File: config.mk
export PLATFORM = sky130hd
export DESIGN_NAME = md5_message_digest
export DESIGN_NICKNAME = d
export VERILOG_FILES = /design/src/hw/rtl/md5_pkg.sv /design/src/hw/rtl/md5_core.sv /design/src/hw/rtl/md5_message_digest.sv
export VERILOG_INCLUDE_DIRS = /design/src /design/src/hw/rtl
export SDC_FILE = /design/constraint.sdc
export NUM_CORES = 2
export LEC_CHECK = 0
export BUFFER_PORTS_ARGS = -buffer_cell sky130_fd_sc_hd__buf_2
export CAP_MARGIN = 20
export CORE_ASPECT_RATIO = 1.1
export CORE_MARGIN = 2
export CORE_UTILIZATION = 38
export DETAILED_ROUTE_END_ITERATION = 10
export PLACE_DENSITY_LB_ADDON = 0.05
export SYNTH_ARGS = -nofsm -noshare
export SYNTH_HDL_FRONTEND = slang
export SYNTH_SLANG_ARGS = --single-unit
export TNS_END_PERCENT = 1
File: constraint.sdc
create_clock -name clk -period 14.65 [get_ports clk]
set_clock_uncertainty 0.15 [all_clocks]
set_input_delay 0 -clock clk [delete_from_list [all_inputs] [get_ports clk]]
set_output_delay 0 -clock clk [all_outputs]
set_load 0.01 [all_outputs]
File: src/hw/rtl/md5_message_digest_defines.svh
// ----------------------------------------------------------------------------
// MD5 message digest: assertion macros
// Shared check macros for the MD5 digest block, clocked on clk, reset rst_n.
// ----------------------------------------------------------------------------
`ifndef MD5_MESSAGE_DIGEST_DEFINES_SVH
`define MD5_MESSAGE_DIGEST_DEFINES_SVH

`ifndef ASSERT_OFF
// Same-cycle implication.
`define MD5_ASSERT_IMPLY(lbl, ante, cons, msg) \
    lbl: assert property (@(posedge clk) disable iff (!rst_n) (ante) |-> (cons)) \
        else $error(msg);
// Next-cycle implication.
`define MD5_ASSERT_NEXT(lbl, ante, cons, msg) \
    lbl: assert property (@(posedge clk) disable iff (!rst_n) (ante) |=> (cons)) \
        else $error(msg);
`else
`define MD5_ASSERT_IMPLY(lbl, ante, cons, msg)
`define MD5_ASSERT_NEXT(lbl, ante, cons, msg)
`endif

`endif

File: src/hw/rtl/md5_pkg.sv
// ----------------------------------------------------------------------------
// MD5 package
// Types, round constants and small round-schedule functions for MD5.
// ----------------------------------------------------------------------------
package md5_pkg;

    // Four chaining words, index 0 is word A.
    typedef logic [3:0][31:0] md5_chain_t;

    typedef struct packed {
        logic start;   // load working words from the chain, run 64 rounds
        logic reload;  // restore the chain to its initial value
    } md5_core_ctl_t;

    typedef struct packed {
        logic busy;
        logic done;    // final accumulate happens at this edge
    } md5_core_status_t;

    localparam md5_chain_t CHAIN_INIT = {
        32'h10325476, 32'h98BADCFE, 32'hEFCDAB89, 32'h67452301
    };

    localparam logic [7:0] PAD_BYTE  = 8'h80;
    localparam logic [5:0] PAD_LIMIT = 6'd56;   // length field no longer fits
    localparam logic [5:0] LAST_POS  = 6'd63;

    localparam logic [31:0] SINE_TABLE [64] = '{
        32'hd76aa478, 32'he8c7b756, 32'h242070db, 32'hc1bdceee,
        32'hf57c0faf, 32'h4787c62a, 32'ha8304613, 32'hfd469501,
        32'h698098d8, 32'h8b44f7af, 32'hffff5bb1, 32'h895cd7be,
        32'h6b901122, 32'hfd987193, 32'ha679438e, 32'h49b40821,
        32'hf61e2562, 32'hc040b340, 32'h265e5a51, 32'he9b6c7aa,
        32'hd62f105d, 32'h02441453, 32'hd8a1e681, 32'he7d3fbc8,
        32'h21e1cde6, 32'hc33707d6, 32'hf4d50d87, 32'h455a14ed,
        32'ha9e3e905, 32'hfcefa3f8, 32'h676f02d9, 32'h8d2a4c8a,
        32'hfffa3942, 32'h8771f681, 32'h6d9d6122, 32'hfde5380c,
        32'ha4beea44, 32'h4bdecfa9, 32'hf6bb4b60, 32'hbebfbc70,
        32'h289b7ec6, 32'heaa127fa, 32'hd4ef3085, 32'h04881d05,
        32'hd9d4d039, 32'he6db99e5, 32'h1fa27cf8, 32'hc4ac5665,
        32'hf4292244, 32'h432aff97, 32'hab9423a7, 32'hfc93a039,
        32'h655b59c3, 32'h8f0ccc92, 32'hffeff47d, 32'h85845dd1,
        32'h6fa87e4f, 32'hfe2ce6e0, 32'ha3014314, 32'h4e0811a1,
        32'hf7537e82, 32'hbd3af235, 32'h2ad7d2bb, 32'heb86d391
    };

    // Message word used by a round: pass p, step q.
    function automatic logic [3:0] round_index(input logic [1:0] p, input logic [3:0] q);
        logic [3:0] idx;
        case (p)
            2'd0:    idx = q;
            2'd1:    idx = 4'(q * 4'd5 + 4'd1);
            2'd2:    idx = 4'(q * 4'd3 + 4'd5);
            default: idx = 4'(q * 4'd7);
        endcase
        return idx;
    endfunction

    // Left-rotate amount: pass p, low two bits of the step.
    function automatic logic [4:0] round_shift(input logic [1:0] p, input logic [1:0] q2);
        logic [4:0] s;
        case ({p, q2})
            4'h0: s = 5'd7;
            4'h1: s = 5'd12;
            4'h2: s = 5'd17;
            4'h3: s = 5'd22;
            4'h4: s = 5'd5;
            4'h5: s = 5'd9;
            4'h6: s = 5'd14;
            4'h7: s = 5'd20;
            4'h8: s = 5'd4;
            4'h9: s = 5'd11;
            4'hA: s = 5'd16;
            4'hB: s = 5'd23;
            4'hC: s = 5'd6;
            4'hD: s = 5'd10;
            4'hE: s = 5'd15;
            default: s = 5'd21;
        endcase
        return s;
    endfunction

endpackage

File: src/hw/rtl/md5_core.sv
// ----------------------------------------------------------------------------
// MD5 compression core
// One shared round unit stepped 64 times per block, then a chain accumulate.
// ----------------------------------------------------------------------------
module md5_core import md5_pkg::*;
(
    input  logic             clk,
    input  logic             rst_n,
    input  md5_core_ctl_t    ctl,
    input  logic [31:0]      block_word,
    output logic [3:0]       block_index,
    output md5_core_status_t status,
    output md5_chain_t       chain
);

    localparam logic [1:0] PH_IDLE  = 2'd0;
    localparam logic [1:0] PH_ROUND = 2'd1;
    localparam logic [1:0] PH_ADD   = 2'd2;

    logic [1:0]  phase_reg, phase_next;
    logic [5:0]  rnd_reg, rnd_next;
    md5_chain_t  chain_reg, chain_next;
    logic [31:0] a_reg, b_reg, c_reg, d_reg;
    logic [31:0] a_next, b_next, c_next, d_next;

    logic [1:0]  pass;
    logic [3:0]  step;
    logic [31:0] fv;
    logic [31:0] sum;
    logic [4:0]  shamt;
    logic [63:0] dbl;
    logic [31:0] new_b;

    assign pass        = rnd_reg[5:4];
    assign step        = rnd_reg[3:0];
    assign block_index = round_index(pass, step);
    assign shamt       = round_shift(pass, step[1:0]);

    always_comb
    begin
        case (pass)
            2'd0:    fv = (b_reg & c_reg) | (~b_reg & d_reg);
            2'd1:    fv = (d_reg & b_reg) | (~d_reg & c_reg);
            2'd2:    fv = b_reg ^ c_reg ^ d_reg;
            default: fv = c_reg ^ (b_reg | ~d_reg);
        endcase
    end

    assign sum   = a_reg + fv + SINE_TABLE[rnd_reg] + block_word;
    assign dbl   = {sum, sum} << shamt;
    assign new_b = b_reg + dbl[63:32];

    always_comb
    begin
        phase_next = phase_reg;
        rnd_next   = rnd_reg;
        chain_next = chain_reg;
        a_next     = a_reg;
        b_next     = b_reg;
        c_next     = c_reg;
        d_next     = d_reg;
        case (phase_reg)
            PH_IDLE:
            begin
                if (ctl.reload)
                begin
                    chain_next = CHAIN_INIT;
                end
                if (ctl.start)
                begin
                    a_next     = chain_reg[0];
                    b_next     = chain_reg[1];
                    c_next     = chain_reg[2];
                    d_next     = chain_reg[3];
                    rnd_next   = '0;
                    phase_next = PH_ROUND;
                end
            end
            PH_ROUND:
            begin
                a_next   = d_reg;
                b_next   = new_b;
                c_next   = b_reg;
                d_next   = c_reg;
                rnd_next = rnd_reg + 6'd1;
                if (rnd_reg == LAST_POS)
                begin
                    phase_next = PH_ADD;
                end
            end
            PH_ADD:
            begin
                chain_next[0] = chain_reg[0] + a_reg;
                chain_next[1] = chain_reg[1] + b_reg;
                chain_next[2] = chain_reg[2] + c_reg;
                chain_next[3] = chain_reg[3] + d_reg;
                phase_next    = PH_IDLE;
            end
            default:
            begin
                phase_next = PH_IDLE;
            end
        endcase
    end

    always_ff @(posedge clk or negedge rst_n)
    begin
        if (!rst_n)
        begin
            phase_reg <= PH_IDLE;
            rnd_reg   <= '0;
            chain_reg <= CHAIN_INIT;
        end
        else
        begin
            phase_reg <= phase_next;
            rnd_reg   <= rnd_next;
            chain_reg <= chain_next;
        end
    end

    always_ff @(posedge clk)
    begin
        a_reg <= a_next;
        b_reg <= b_next;
        c_reg <= c_next;
        d_reg <= d_next;
    end

    assign status.busy = (phase_reg != PH_IDLE);
    assign status.done = (phase_reg == PH_ADD);
    assign chain       = chain_reg;

endmodule

File: src/hw/rtl/md5_message_digest.sv
// ----------------------------------------------------------------------------
// MD5 message digest
// Streams a message in one byte per word and returns its 128-bit MD5 digest
// as four 32-bit chaining words (A, B, C, D) once the message is closed. A word
// carries a byte when has_byte is high and closes the message when
// end_of_message is high; both may be set together, the byte going in first,
// and an end mark alone after no bytes gives the digest of the empty message.
// Padding (0x80, zeros, 64-bit bit length) is added internally, and the chain
// restarts from the MD5 initial value for the next message. A byte that does
// not complete a 64-byte block leaves the input ready for the next word; the
// byte that does complete one starts the compression core, which runs one
// round per cycle for 64 rounds and then accumulates into the chain, and the
// block input is stalled throughout. Closing a message takes the pad step,
// the length step, one or two compressions (two when the pad byte lands in
// the last eight bytes of the block, leaving no room for the length) and a
// hand-over step for the digest; the input is stalled until it is done. The
// digest sits in an output register, so bytes of the next message are taken
// while it waits; only a second digest waits for the first to be collected,
// holding the hand-over step until then.
// ----------------------------------------------------------------------------
`include "md5_message_digest_defines.svh"

module md5_message_digest import md5_pkg::*;
(
    input  logic        clk,
    input  logic        rst_n,
    // input channel
    input  logic        in_valid,
    output logic        in_stall,
    input  logic [7:0]  data_byte,
    input  logic        has_byte,
    input  logic        end_of_message,
    // digest channel
    output logic        out_valid,
    input  logic        out_stall,
    output logic [31:0] digest_a,
    output logic [31:0] digest_b,
    output logic [31:0] digest_c,
    output logic [31:0] digest_d
);

    // Sequencer states
    localparam logic [2:0] ST_IDLE      = 3'd0; // take words
    localparam logic [2:0] ST_COMP_BYTE = 3'd1; // block filled by a byte
    localparam logic [2:0] ST_PAD       = 3'd2; // place the 0x80 byte
    localparam logic [2:0] ST_COMP_PAD  = 3'd3; // overflow block after padding
    localparam logic [2:0] ST_LEN       = 3'd4; // place the bit length
    localparam logic [2:0] ST_COMP_LEN  = 3'd5; // final block
    localparam logic [2:0] ST_OUT       = 3'd6; // hand over the digest

    logic [2:0]  state_reg, state_next;
    logic [60:0] cnt_reg, cnt_next;
    logic        fin_reg, fin_next;
    logic [31:0] block_reg  [16];
    logic [31:0] block_next [16];
    logic        out_valid_reg, out_valid_next;
    md5_chain_t  digest_reg, digest_next;

    logic [5:0]        pos;
    logic [63:0]       bit_len;
    md5_core_ctl_t     core_ctl;
    md5_core_status_t  core_status;
    logic [3:0]        core_index;
    md5_chain_t        core_chain;

    // OR a byte into its lane of the block
    function automatic logic [31:0] merge_byte(input logic [31:0] word,
                                              input logic [1:0] lane,
                                              input logic [7:0] val);
        logic [31:0] shifted;
        shifted = {24'd0, val} << {lane, 3'b000};
        return word | shifted;
    endfunction

    assign pos     = cnt_reg[5:0];
    assign bit_len = {cnt_reg, 3'b000};

    md5_core u_core
    (
        .clk         (clk),
        .rst_n       (rst_n),
        .ctl         (core_ctl),
        .block_word  (block_reg[core_index]),
        .block_index (core_index),
        .status      (core_status),
        .chain       (core_chain)
    );

    always_comb
    begin
        state_next     = state_reg;
        cnt_next       = cnt_reg;
        fin_next       = fin_reg;
        block_next     = block_reg;
        digest_next    = digest_reg;
        out_valid_next = out_valid_reg;
        core_ctl       = '0;

        // drop the digest once it has been taken
        if (out_valid_reg && !out_stall)
        begin
            out_valid_next = 1'b0;
        end

        // empty the block as soon as its compression is done
        if (core_status.done)
        begin
            for (int i = 0; i < 16; i++)
            begin
                block_next[i] = '0;
            end
        end

        case (state_reg)
            ST_IDLE:
            begin
                if (in_valid)
                begin
                    fin_next = end_of_message;
                    if (has_byte)
                    begin
                        block_next[pos[5:2]] = merge_byte(block_reg[pos[5:2]], pos[1:0],
                                                          data_byte);
                        cnt_next = cnt_reg + 61'd1;
                        if (pos == LAST_POS)
                        begin
                            core_ctl.start = 1'b1;
                            state_next     = ST_COMP_BYTE;
                        end
                        else if (end_of_message)
                        begin
                            state_next = ST_PAD;
                        end
                    end
                    else if (end_of_message)
                    begin
                        state_next = ST_PAD;
                    end
                end
            end
            ST_COMP_BYTE:
            begin
                if (core_status.done)
                begin
                    state_next = fin_reg ? ST_PAD : ST_IDLE;
                end
            end
            ST_PAD:
            begin
                block_next[pos[5:2]] = merge_byte(block_reg[pos[5:2]], pos[1:0], PAD_BYTE);
                if (pos >= PAD_LIMIT)
                begin
                    core_ctl.start = 1'b1;
                    state_next     = ST_COMP_PAD;
                end
                else
                begin
                    state_next = ST_LEN;
                end
            end
            ST_COMP_PAD:
            begin
                if (core_status.done)
                begin
                    state_next = ST_LEN;
                end
            end
            ST_LEN:
            begin
                block_next[14] = bit_len[31:0];
                block_next[15] = bit_len[63:32];
                core_ctl.start = 1'b1;
                state_next     = ST_COMP_LEN;
            end
            ST_COMP_LEN:
            begin
                if (core_status.done)
                begin
                    state_next = ST_OUT;
                end
            end
            ST_OUT:
            begin
                // hold until the output register is free
                if (!out_valid_reg || !out_stall)
                begin
                    digest_next     = core_chain;
                    out_valid_next  = 1'b1;
                    core_ctl.reload = 1'b1;
                    cnt_next        = '0;
                    fin_next        = 1'b0;
                    state_next      = ST_IDLE;
                end
            end
            default:
            begin
                state_next = ST_IDLE;
            end
        endcase
    end

    always_ff @(posedge clk or negedge rst_n)
    begin
        if (!rst_n)
        begin
            state_reg     <= ST_IDLE;
            cnt_reg       <= '0;
            fin_reg       <= 1'b0;
            out_valid_reg <= 1'b0;
            for (int i = 0; i < 16; i++)
            begin
                block_reg[i] <= '0;
            end
        end
        else
        begin
            state_reg     <= state_next;
            cnt_reg       <= cnt_next;
            fin_reg       <= fin_next;
            out_valid_reg <= out_valid_next;
            block_reg     <= block_next;
        end
    end

    always_ff @(posedge clk)
    begin
        digest_reg <= digest_next;
    end

    assign in_stall  = (state_reg != ST_IDLE);
    assign out_valid = out_valid_reg;
    assign digest_a  = digest_reg[0];
    assign digest_b  = digest_reg[1];
    assign digest_c  = digest_reg[2];
    assign digest_d  = digest_reg[3];

    `MD5_ASSERT_IMPLY(a_start_idle, core_ctl.start, !core_status.busy, "core started while busy")
    `MD5_ASSERT_IMPLY(a_reload_idle, core_ctl.reload, !core_status.busy, "chain reload mid-block")
    `MD5_ASSERT_IMPLY(a_ready_core, state_reg == ST_IDLE, !core_status.busy, "ready while core busy")
    `MD5_ASSERT_NEXT(a_last_done, core_status.done && state_reg == ST_COMP_LEN, state_reg == ST_OUT, "final block not followed by digest")
    `MD5_ASSERT_IMPLY(a_out_src, $rose(out_valid_reg), $past(state_reg == ST_OUT), "digest raised outside hand-over")

endmodule

==> out/metrics.csv <==
metric;value;unit
Slew @ Worst Pin;1390;ps
H-tree Lvls;3;
Arr. time, crit path;13590;ps
final hold violation count;0;
HP Start;out_stall;
clk buf depth;3;
setup violators final;0;
total global routing track utilization;0.327;
starting density of the core;0.382;
crit-path max cell delay;960;ps
DRT iter0 DRCs;7043;
# DRC;0;
Vias/cell;6.46;
io pins;144;
Tmin final;13220;ps
DR pass1 iterations;7;
Fmax;0.0756;GHz
GP Congestion;0.929;
clk slew on worst S/H paths;70;ps
Core ar.;186000;um^2
max_slew headroom;0.0658;
Clock Tree Root;clkbuf_16;
global-route wire length before repair;464;mm
post-synthesis sequential area ratio;0.361;
number of flip-flops under the largest register name;512;
post-synthesis net count;8340;
Seq cells post-synth;970;
Post-Syn Instances;8034;
Routed Antenna Nets;0;
TritonCTS Buffers;119;
Seq. cell area;25700;um^2
post-synthesis cell area;71000;um^2
distinct cell type count after synthesis;89;
drt total wl;319;mm
number of global-route vias before repair;64300;
Die Y;457;um
prevailing post-synth register cell;dfrtp_1;
worst hold path class;input port to flip-flop;
via count;67100;
Die Area;190000;um^2
crit path kind;flip-flop to flip-flop;
setup bufs post-CTS;0;
share of cells above drive strength 1;0.131;
status;finished clean;
HPWL Detailed;209;mm
Final period util;0.902;
CP required;15020;ps
setup tns final;0;ps
row cnt;166;
Worst Path Max Fanout;31;
number of synthesized flops with an enable pin;256;
synth warn;0;
DIE WIDTH;416;um
I/O Buffers;143;
crit end category;flip-flop;
Max Slew Vio Count;0;
setup slack, reg-to-reg;1430;ps
Clock Sinks;970;
Max-Cap Viols;0;
RSZ-0062 raised after global routing;no;
largest net degree at the start of global routing;135;
Fillers;18200;
highest-delay cell along the critical path;a221oi_4;
CP dominant cell by count;a21oi_1;
GRT overflow;0;
crit path launch;u_core.rnd_reg[1]$_DFFE_PN0P_;
P&R area growth vs syn;10.6;%
CTS tree;done;
reg2reg start;u_core.rnd_reg[1]$_DFFE_PN0P_;
Syn Area/Cell;8.83;um^2
Worst-Skew Late Latency;820;ps
initial antenna violation count;9;
multi-input logic area;42100;um^2
nets;8157;
Synth async-reset ratio;0.736;
WL per Instance;30.7;um
startpoint types;flip-flop;
what timing repair did:
item                                    CTS  global route
resized for setup                         0             0
hold endpoints to repair                554             0
hold buffers                             18             0
endpoints found under the setup margin    0             0
cell usage after synthesis, drive strengths merged (63+ instances only):
| library cell | instances | area (um^2) |
|---|---|---|
| nor3 | 65 | 325 |
| a21oi | 553 | 2770 |
| a222oi | 66 | 661 |
| nor2b | 63 | 394 |
| nor2 | 920 | 3460 |
| nand3 | 171 | 856 |
| a21o | 85 | 638 |
| dfstp | 64 | 1680 |
| clkbuf | 590 | 2210 |
| nand2 | 1088 | 4090 |
| mux4 | 266 | 5990 |
| fa | 69 | 1380 |
| o21ai | 681 | 3420 |
| xnor2 | 179 | 1570 |
| mux2 | 63 | 713 |
| buf | 99 | 444 |
| a22oi | 66 | 495 |
| xor2 | 121 | 1060 |
| ha | 223 | 2790 |
| a31oi | 479 | 3000 |
| o221ai | 310 | 2720 |
| edfxtp | 256 | 7690 |
| inv | 229 | 860 |
| dfrtp | 650 | 16300 |
| mux2i | 135 | 1360 |
metal layers:
| layer | GRT usage | vias to the layer above | part of all wire |
|---|---|---|---|
| met5 | 0 | - | 0.00015 |
| met4 | 0.198 | 8 | 0.069 |
| met3 | 0.0582 | 765 | 0.073 |
| met2 | 0.526 | 3195 | 0.46 |
| met1 | 0.410 | 33700 | 0.40 |
| li1 | - | 29400 | - |
cell families after synthesis:
kind of cell,count (synthesis),synth area share
xor+xnor,300,0.0370
buf+inv,924,0.0499
compound gates,2588,0.234
flops,970,0.361
fa+ha+maj,292,0.0588
simple gates,2496,0.146
mux,464,0.114
cells in the final DEF, fill, tap and decap left out, types with 212 or more instances in the layout:
| cell | n |
|---|---|
| nor2_1 | 898 |
| o221ai_1 | 310 |
| edfxtp_1 | 256 |
| buf_4 | 212 |
| a31oi_1 | 479 |
| ha_1 | 223 |
| mux4_2 | 265 |
| a21oi_1 | 552 |
| dfrtp_1 | 641 |
| nand2_1 | 1076 |
| inv_1 | 225 |
| o21ai_0 | 651 |
worst paths after layout:
kind	cells after the start	to
worst max-delay path	40	u_core.b_reg[30]$_DFFE_PP_
worst min-delay path	6	state_reg[2]$_DFFE_PN0P_
max in group asynchronous	6	block_reg[207]$_DFF_PN0_
worst min register to register	0	digest_a[27]$_DFFE_PP_
min in group asynchronous	3	u_core.chain[16]$_DFFE_PN1P_
worst max register to register	40	u_core.b_reg[30]$_DFFE_PP_
area by class of cell:
type / instances / share of cell area
Clock buffer: 169 / 0.0433
Clock inverter: 49 / 0.00836
Antenna cell: 3 / 0.0000957
Multi-Input combinational cell: 6140 / 0.536
Timing Repair Buffer: 385 / 0.0350
Tap cell: 2436 / 0.0388
Inverter: 235 / 0.0114
Sequential cell: 970 / 0.327
metrics by stage:
stage	setup WS, ps	area [um^2]	instances	util	hold slack, ps
after global routing	832	78500	10400	0.422	97.9
after CTS	1820	78400	10400	0.422	16.2
final	1430	78500	10400	0.422	71.3
after global placement	2160	74100	10100	0.399	-116
after floorplan	3430	71000	8034	-	-446
after detailed placement	1840	74200	10100	0.399	-134
worst max-delay path: cells and delay by family (launching register included):
| family | cells | cell delay, ps |
|---|---|---|
| AO/OA/AOI/OAI | 20 | 6060 |
| XOR/XNOR | 1 | 160 |
| adder cells (fa/ha/maj) | 5 | 2020 |
| buffers and inverters | 4 | 1230 |
| flip-flops | 1 | 890 |
| multiplexers | 5 | 1310 |
| AND/OR/NAND/NOR | 5 | 1060 |
Power is left out: the tool's default activity adds up to more than one toggle a clock period on the data nets, which glitch-free logic cannot reach.
